File: src/rtl/core/pwg_pkg.sv
`timescale 1ns / 1ps
`default_nettype none
// ----------------------------------------------------------------------------
// pwg_pkg
// Shared widths, codes and types of the periodic waveform generator.
// ----------------------------------------------------------------------------
package pwg_pkg;

  localparam int TIME_W     = 32;
  localparam int TSUM_W     = 33;
  localparam int RATE_W     = 32;
  localparam int LEVEL_W    = 24;
  localparam int SAMPLE_W   = 25;
  localparam int KIND_W     = 3;
  localparam int CFG_IDX_W  = 3;
  localparam int CFG_DATA_W = 32;
  localparam int SHAPE_W    = 18;
  localparam int PROD_W     = SHAPE_W + LEVEL_W;

  localparam logic [KIND_W-1:0] KIND_IDENTITY = 3'd0;
  localparam logic [KIND_W-1:0] KIND_CONSTANT = 3'd1;
  localparam logic [KIND_W-1:0] KIND_SQUARE   = 3'd2;
  localparam logic [KIND_W-1:0] KIND_SAWTOOTH = 3'd3;
  localparam logic [KIND_W-1:0] KIND_TRIANGLE = 3'd4;

  localparam logic [CFG_IDX_W-1:0] CFG_WAVE_KIND  = 3'd0;
  localparam logic [CFG_IDX_W-1:0] CFG_BASE_LEVEL = 3'd1;
  localparam logic [CFG_IDX_W-1:0] CFG_AMPLITUDE  = 3'd2;
  localparam logic [CFG_IDX_W-1:0] CFG_PHASE      = 3'd3;
  localparam logic [CFG_IDX_W-1:0] CFG_RATE       = 3'd4;

  // 1.0 in q.16
  localparam logic signed [SAMPLE_W-1:0] SAMPLE_ONE = 25'sd65536;

  typedef logic signed [SHAPE_W-1:0] shape_t;
  typedef logic signed [PROD_W-1:0]  prod_t;

endpackage
`default_nettype wire

File: src/rtl/core/pwg_shape.sv
`timescale 1ns / 1ps
`default_nettype none
// ----------------------------------------------------------------------------
// pwg_shape
// Two-stage cycle position and unit shape: split multiply, then fold.
// ----------------------------------------------------------------------------
module pwg_shape (
  input  wire                            clk,
  input  wire                            rst_n,
  input  wire                            in_valid,
  output logic                           in_stall,
  input  wire  [pwg_pkg::TSUM_W-1:0]     t_sum,
  input  wire  [pwg_pkg::RATE_W-1:0]     rate,
  input  wire  [pwg_pkg::KIND_W-1:0]     kind,
  output logic                           out_valid,
  input  wire                            out_stall,
  output pwg_pkg::shape_t                shape
);

  logic [48:0] prod_lo;
  logic [32:0] prod_hi;
  logic        va_r;
  logic [16:0] p_lo_r;
  logic [16:0] p_hi_r;
  logic        vb_r;
  pwg_pkg::shape_t shape_r;
  pwg_pkg::shape_t shape_nxt;
  logic        en_a;
  logic        en_b;
  logic [16:0] pos;
  logic [17:0] two_f;
  logic [17:0] tri_y;
  logic [18:0] tri_2y;
  logic [17:0] saw_s;
  logic [18:0] tri_s;

  // rate split in halves; only position bits 32..16 matter
  assign prod_lo = {16'b0, t_sum} * {33'b0, rate[15:0]};
  assign prod_hi = {16'b0, t_sum[16:0]} * {17'b0, rate[31:16]};

  assign en_b     = !vb_r || !out_stall;
  assign en_a     = !va_r || en_b;
  assign in_stall = !en_a;

  always_ff @(posedge clk) begin
    if (!rst_n) begin
      va_r <= 1'b0;
      vb_r <= 1'b0;
    end else begin
      if (en_a) begin
        va_r <= in_valid;
      end
      if (en_b) begin
        vb_r <= va_r;
      end
    end
  end

  always_ff @(posedge clk) begin
    if (en_a && in_valid) begin
      p_lo_r <= prod_lo[32:16];
      p_hi_r <= prod_hi[16:0];
    end
    if (en_b && va_r) begin
      shape_r <= shape_nxt;
    end
  end

  always_comb begin
    pos    = p_lo_r + p_hi_r;
    two_f  = {1'b0, pos[15:0], 1'b0};
    saw_s  = two_f - 18'd65536;
    // triangle folds above one half
    tri_y  = (two_f > 18'd65536) ? (18'd131072 - two_f) : two_f;
    tri_2y = {tri_y, 1'b0};
    tri_s  = tri_2y - 19'd65536;
    case (kind)
      pwg_pkg::KIND_SQUARE: begin
        shape_nxt = pos[16] ? -18'sd65536 : 18'sd65536;
      end
      pwg_pkg::KIND_SAWTOOTH: begin
        shape_nxt = pwg_pkg::shape_t'(saw_s);
      end
      pwg_pkg::KIND_TRIANGLE: begin
        shape_nxt = pwg_pkg::shape_t'(tri_s[17:0]);
      end
      default: begin
        shape_nxt = '0;
      end
    endcase
  end

  assign out_valid = vb_r;
  assign shape     = shape_r;

endmodule
`default_nettype wire

File: src/rtl/core/periodic_waveform_generator.sv
`timescale 1ns / 1ps
`default_nettype none
// ----------------------------------------------------------------------------
// periodic_waveform_generator
// Identity, constant, square, sawtooth and triangle samples from a time value.
// ----------------------------------------------------------------------------
// Takes one sample time per clock and returns one q9.16 sample per clock
// while the output is not stalled. The stages are: time plus phase, the
// two halves of the split rate multiply, shape folding, shape times
// amplitude, and rounding plus base with the kind select. Each stage holds
// its own valid bit, so a stall on the output fills empty stages before
// pushing back on the input.
// Registers are written through cfg_we/cfg_index/cfg_data and must only be
// changed while no item is in flight.
module periodic_waveform_generator (
  input  wire                                   clk,
  input  wire                                   rst_n,
  input  wire                                   in_valid,
  output logic                                  in_stall,
  input  wire  [pwg_pkg::TIME_W-1:0]            in_sample_time,
  output logic                                  out_valid,
  input  wire                                   out_stall,
  output logic signed [pwg_pkg::SAMPLE_W-1:0]   out_sample_value,
  input  wire                                   cfg_we,
  input  wire  [pwg_pkg::CFG_IDX_W-1:0]         cfg_index,
  input  wire  [pwg_pkg::CFG_DATA_W-1:0]        cfg_data
);

  logic [pwg_pkg::KIND_W-1:0]          kind_r;
  logic signed [pwg_pkg::LEVEL_W-1:0]  base_r;
  logic signed [pwg_pkg::LEVEL_W-1:0]  amp_r;
  logic [pwg_pkg::TIME_W-1:0]          phase_r;
  logic [pwg_pkg::RATE_W-1:0]          rate_r;

  logic                                v1_r;
  logic [pwg_pkg::TSUM_W-1:0]          t_r;
  logic                                sh_in_stall;
  logic                                sh_valid;
  pwg_pkg::shape_t                     sh_shape;
  logic                                v3_r;
  pwg_pkg::prod_t                      prod_r;
  logic                                out_valid_r;
  logic signed [pwg_pkg::SAMPLE_W-1:0] out_value_r;
  logic signed [pwg_pkg::SAMPLE_W-1:0] out_value_nxt;
  pwg_pkg::prod_t                      rounded;
  logic signed [pwg_pkg::SAMPLE_W-1:0] base_ext;
  logic signed [pwg_pkg::SAMPLE_W-1:0] wave_sum;
  logic                                en1;
  logic                                en3;
  logic                                en4;

  always_ff @(posedge clk) begin
    if (!rst_n) begin
      kind_r  <= '0;
      base_r  <= '0;
      amp_r   <= '0;
      phase_r <= '0;
      rate_r  <= '0;
    end else if (cfg_we) begin
      case (cfg_index)
        pwg_pkg::CFG_WAVE_KIND:  kind_r  <= cfg_data[pwg_pkg::KIND_W-1:0];
        pwg_pkg::CFG_BASE_LEVEL: base_r  <= cfg_data[pwg_pkg::LEVEL_W-1:0];
        pwg_pkg::CFG_AMPLITUDE:  amp_r   <= cfg_data[pwg_pkg::LEVEL_W-1:0];
        pwg_pkg::CFG_PHASE:      phase_r <= cfg_data[pwg_pkg::TIME_W-1:0];
        pwg_pkg::CFG_RATE:       rate_r  <= cfg_data[pwg_pkg::RATE_W-1:0];
        default: ;
      endcase
    end
  end

  assign en4      = !out_valid_r || !out_stall;
  assign en3      = !v3_r || en4;
  assign en1      = !v1_r || !sh_in_stall;
  assign in_stall = !en1;

  always_ff @(posedge clk) begin
    if (!rst_n) begin
      v1_r        <= 1'b0;
      v3_r        <= 1'b0;
      out_valid_r <= 1'b0;
    end else begin
      if (en1) begin
        v1_r <= in_valid;
      end
      if (en3) begin
        v3_r <= sh_valid;
      end
      if (en4) begin
        out_valid_r <= v3_r;
      end
    end
  end

  always_ff @(posedge clk) begin
    if (en1 && in_valid) begin
      t_r <= {1'b0, in_sample_time} + {1'b0, phase_r};
    end
    if (en3 && sh_valid) begin
      prod_r <= pwg_pkg::prod_t'(sh_shape) * pwg_pkg::prod_t'(amp_r);
    end
    if (en4 && v3_r) begin
      out_value_r <= out_value_nxt;
    end
  end

  pwg_shape u_shape (
    .clk       (clk),
    .rst_n     (rst_n),
    .in_valid  (v1_r),
    .in_stall  (sh_in_stall),
    .t_sum     (t_r),
    .rate      (rate_r),
    .kind      (kind_r),
    .out_valid (sh_valid),
    .out_stall (!en3),
    .shape     (sh_shape)
  );

  always_comb begin
    // round half up back to q.16
    rounded  = (prod_r + pwg_pkg::prod_t'(32768)) >>> 16;
    base_ext = {base_r[pwg_pkg::LEVEL_W-1], base_r};
    wave_sum = base_ext + rounded[pwg_pkg::SAMPLE_W-1:0];
    case (kind_r)
      pwg_pkg::KIND_IDENTITY: begin
        out_value_nxt = pwg_pkg::SAMPLE_ONE;
      end
      pwg_pkg::KIND_CONSTANT: begin
        out_value_nxt = base_ext;
      end
      pwg_pkg::KIND_SQUARE, pwg_pkg::KIND_SAWTOOTH, pwg_pkg::KIND_TRIANGLE: begin
        out_value_nxt = (rate_r == '0) ? pwg_pkg::SAMPLE_ONE : wave_sum;
      end
      default: begin
        out_value_nxt = base_ext;
      end
    endcase
  end

  assign out_valid        = out_valid_r;
  assign out_sample_value = out_value_r;

endmodule
`default_nettype wire

File: config.mk
export PLATFORM = sky130hd
export DESIGN_NAME = periodic_waveform_generator
export DESIGN_NICKNAME = d
export VERILOG_FILES = /design/src/rtl/core/pwg_pkg.sv /design/src/rtl/core/pwg_shape.sv /design/src/rtl/core/periodic_waveform_generator.sv
export SDC_FILE = /design/constraint.sdc
export NUM_CORES = 2
export LEC_CHECK = 0
export BUFFER_PORTS_ARGS = -buffer_cell sky130_fd_sc_hd__buf_2
export CORE_MARGIN = 2
export CORE_UTILIZATION = 58
export CTS_CLUSTER_SIZE = 14
export DETAILED_ROUTE_END_ITERATION = 12
export PLACE_DENSITY = 0.86
export RECOVER_POWER = 25
export SYNTH_ARGS = -nofsm -noshare
export SYNTH_HDL_FRONTEND = slang
export SYNTH_HIERARCHICAL = 1
export SYNTH_SLANG_ARGS = --single-unit
export TNS_END_PERCENT = 10
File: constraint.sdc
create_clock -name clk -period 12.15 [get_ports clk]
set_input_delay 2.43 -clock clk [delete_from_list [all_inputs] [get_ports clk]]
set_output_delay 2.43 -clock clk [all_outputs]
set_load 0.02 [all_outputs]
==> flow_metrics.env <==
export IMPL_violations="max-capacitance violations, max-slew violations"
export IMPL_n_fill_cell=5769
export IMPL_required_ns=12.48
export IMPL_cts_made_buffers=31
export IMPL_fin_crit_ns=7.47
export IMPL_drtPass1Iterations=6
export IMPL_clk_pin_slew_worst_paths_ns=0.07
export IMPL_rows=100
export IMPL_max_slew_margin=-1.87
export IMPL_syn2layout_area_growth_pct=5.09
export IMPL_fin_hold_ws_ns=0.476
export IMPL_worstSetupPathType="flop to flop"
export IMPL_comb_power_share=0.284
export IMPL_synth_top_cell_area_share=0.380
export IMPL_powerDensity_nw_per_um2=60.5
export IMPL_drv_cap=3
export IMPL_synth_seq_cells=255
export IMPL_min_to="phase_r[0]$_SDFFE_PN0P_"
export IMPL_hold_start="phase_r[0]$_SDFFE_PN0P_"
export IMPL_clock_power_share=0.355
export IMPL_antenna_found_initial=4
export IMPL_die_w_um=279
export IMPL_vias_per_cell=5.79
export IMPL_boundaryPins=99
export IMPL_netSwitchingFraction=0.343
export IMPL_path_cells="nand2_1 -> fa_1 -> inv_1 -> fa_1 -> inv_1 -> fa_1 -> inv_1 -> fa_1 -> fa_1 -> inv_1 -> fa_1 -> inv_1 -> ha_1 -> nand4_1 -> or3_1 -> o41ai_2 -> a221oi_2 -> a21oi_2 -> a2111oi_0 -> nor3_1 -> xor2_1"
export IMPL_drt_iter0_markers=3140
export IMPL_r2r_start="u_shape/shape[7]$_DFFE_PP_"
export IMPL_clock_sinks=255
export IMPL_syn_inst=4876
export IMPL_synth_flop_cell="edfxtp_1"
export IMPL_tightest_slew_ns=4.31
export IMPL_port_buffers=98
export IMPL_cts_root_buf="clkbuf_16"
export IMPL_min_period_over_period=0.615
export IMPL_max_freq_mhz=134
export IMPL_tns_ns=0
export IMPL_grt_pass1_vias=36300
export IMPL_ys_async_sr_fraction=0
export IMPL_power_internal_mw=1.83
export IMPL_holdBufCountCts=0
export IMPL_outcome="finished with violations"
export IMPL_ant_nets=0
export IMPL_nets=6012
export IMPL_vias=33700
export IMPL_pwr_share_seq=0.361
export IMPL_max_stage_delay_ns=0.98
export IMPL_dpl_cell_area_um2=45000
export IMPL_yosys_top_cells_count="inv_1, nand2_1, fa_1"
export IMPL_power_mw=2.79
export IMPL_gr_total_overflow=0
export IMPL_avgSynthCellArea_um2=8.98
export IMPL_coreArea_um2=74600
export IMPL_cp_num_buf_inv=5
export IMPL_cts_tree="done"
export IMPL_ys_types=84
export IMPL_worstHoldPathCells=2
export IMPL_final_cell_area_um2=46000
export IMPL_hold_violations=0
export IMPL_setup_viol=0
export IMPL_crit_path_frequent_cell="fa_1"
export IMPL_hp_class="flop to flop"
export IMPL_synth_fp_nets=6065
export IMPL_yosys_area_top_type="fa_1"
export IMPL_wl_per_cell_um=19.5
export IMPL_reg2reg_depth=21
export IMPL_p_sw_mw=0.957
export IMPL_worst_setup_path_start_kind="flop"
export IMPL_hpwlAfterDp_um=86000
export IMPL_cp_end_kind="flop"
export IMPL_grt_start_max_net_pins=116
export IMPL_synth_edff_count=135
export IMPL_post_cts_buffers=0
export IMPL_ir_drop_mv=0.104
export IMPL_synth_area_top_cells="fa_1, edfxtp_1, inv_1"
export IMPL_ys_seq_area_frac=0.147
export IMPL_drt_wl_total_um=114000
export IMPL_critPathTopFamily="adder cells"
export IMPL_postCtsResizedCells=0
export IMPL_leakage_nw=21.3
export IMPL_synth_cell_area_um2=43800
export IMPL_htreeDepth=1
export IMPL_drc=0
export IMPL_yosysWarnings=6
export IMPL_dieArea_um2=77700
export IMPL_yosysMostFrequentCell="inv_1"
export IMPL_slew_violations=169
export IMPL_clock_latency_ns=0.62
export IMPL_drive_gt1_frac=0.0456
export IMPL_gr_usage_all_layers=0.302
export IMPL_rsz0062_at_grt="no"
export IMPL_r2r_slack_ns=4.68
export IMPL_grt_pass1_wl_um=186000
export IMPL_finClkSkew_ns=0.0321
export IMPL_cp_slowest_cell="edfxtp_1"
export IMPL_r2r_end="prod_r[36]$_DFFE_PP_"
export IMPL_clk_path_buf_depth=3
export IMPL_die_y_um=279
export IMPL_worst_path_max_fanout=24
export IMPL_place_congestion=0.951
export IMPL_start_util=0.587
export IMPL_n_antenna_cell=0
export IMPL_cp_arrival_ns=7.80
logic make-up (layout without fill, tap and decap cells):
logic type,after synthesis,count (layout),synth area share
AO/OA/AOI/OAI,459,459,0.0727
XOR/XNOR,210,210,0.0423
adder cells (fa/ha/maj),1117,1117,0.462
buffers and inverters,1231,1202,0.106
flip-flops,255,255,0.147
multiplexers,5,5,0.00117
other,1,1,0.0000856
AND/OR/NAND/NOR,1598,1598,0.169
worst max path at each step:
| stage | cells past startpoint | slack (ns) | to | start |
|---|---|---|---|---|
| global route | 21 | 4.32 | prod_r[36]$_DFFE_PP_ | u_shape/shape[8]$_DFFE_PP_ |
| CTS | 21 | 4.76 | prod_r[36]$_DFFE_PP_ | u_shape/shape[8]$_DFFE_PP_ |
| global placement | 21 | 5.09 | prod_r[36]$_DFFE_PP_ | u_shape/shape[8]$_DFFE_PP_ |
| detailed placement | 21 | 4.83 | prod_r[36]$_DFFE_PP_ | u_shape/shape[7]$_DFFE_PP_ |
| floorplan | 23 | 5.75 | prod_r[36]$_DFFE_PP_ | amp_r[16]$_SDFFE_PN0P_ |
| finish | 21 | 4.68 | prod_r[36]$_DFFE_PP_ | u_shape/shape[7]$_DFFE_PP_ |
registers in the layout (all words and copies together), names as in the netlist:
name,cells
out_sample_value,25
u_shape/p_hi_r,17
kind_r,3
v1_r,1
v3_r,1
prod_r,26
base_r,24
u_shape/shape,17
u_shape/out_valid,1
t_r,33
phase_r,32
amp_r,24
u_shape/p_lo_r,17
out_valid,1
u_shape/va_r,1
rate_r,32
per-layer routing:
metal,track usage,routed length [µm],vias up
met1,0.386,42100,16700
met4,0.149,6330,6
met3,0.0555,11800,450
met5,0,45,-
li1,-,-,14600
met2,0.496,53200,1953
tightest hold or removal path: cells and delay by family (launching register included):
kind            cells  cell delay, ns
compound gates      1            0.06
flops               1            0.31
simple gates        1            0.05
final cells by class:
| type | instances | area [µm²] | share of cell area |
|---|---|---|---|
| Inverter | 1003 | 3760 | 0.0818 |
| Tap cell | 969 | 1210 | 0.0263 |
| Multi-Input combinational cell | 3390 | 32700 | 0.711 |
| Sequential cell | 255 | 6460 | 0.140 |
| Clock inverter | 10 | 118 | 0.00255 |
| Timing Repair Buffer | 142 | 795 | 0.0173 |
| Clock buffer | 47 | 947 | 0.0206 |
per-stage QoR:
stage	std cells	setup slack, ns	utilization
floorplan	4876	5.75	-
global placement	5759	5.09	0.604
detailed placement	5759	4.83	0.604
CTS	5816	4.76	0.618
global route	5816	4.32	0.617
finish	5816	4.68	0.617
power groups by stage:
| stage | Clock, mW | Sequential (mW) | Combinational [mW] |
|---|---|---|---|
| 4_1_cts | 0.994 | 1.00 | 0.776 |
| 5_1_grt | 1.03 | 1.01 | 0.877 |
| 2_1_floorplan | 0 | 0.985 | 0.571 |
| 3_5_place_dp | 0 | 1.02 | 0.767 |
| 3_3_place_gp | 0 | 1.02 | 0.738 |
| 6_report | 0.991 | 1.01 | 0.791 |
cells in the final DEF, fill, tap and decap left out, types with 16 or more instances in the layout:
| cell | synthesis | final |
|---|---|---|
| and2_1 | 362 | 357 |
| xnor2_1 | 149 | 149 |
| nand2_1 | 932 | 932 |
| and3_1 | 22 | 22 |
| nand2b_1 | 20 | 20 |
| edfxtp_1 | 135 | 135 |
| inv_1 | 1003 | 1003 |
| nor2b_1 | 40 | 37 |
| a21oi_1 | 82 | 82 |
| buf_4 | 1 | 38 |
| ha_1 | 285 | 285 |
| nor3_1 | 35 | 35 |
| a21o_1 | 32 | 32 |
| o21ai_0 | 60 | 60 |
| a21boi_0 | 115 | 115 |
| nor2_1 | 91 | 90 |
| buf_2 | 2 | 95 |
| dfxtp_1 | 120 | 120 |
| clkbuf_1 | 222 | 16 |
| xor2_1 | 59 | 59 |
| o21a_1 | 23 | 23 |
| fa_1 | 832 | 832 |
| nand3_1 | 38 | 38 |
| o21ai_1 | 17 | 17 |
| clkbuf_16 | 0 | 34 |
Note: power is estimated with default switching activity, not from simulation.
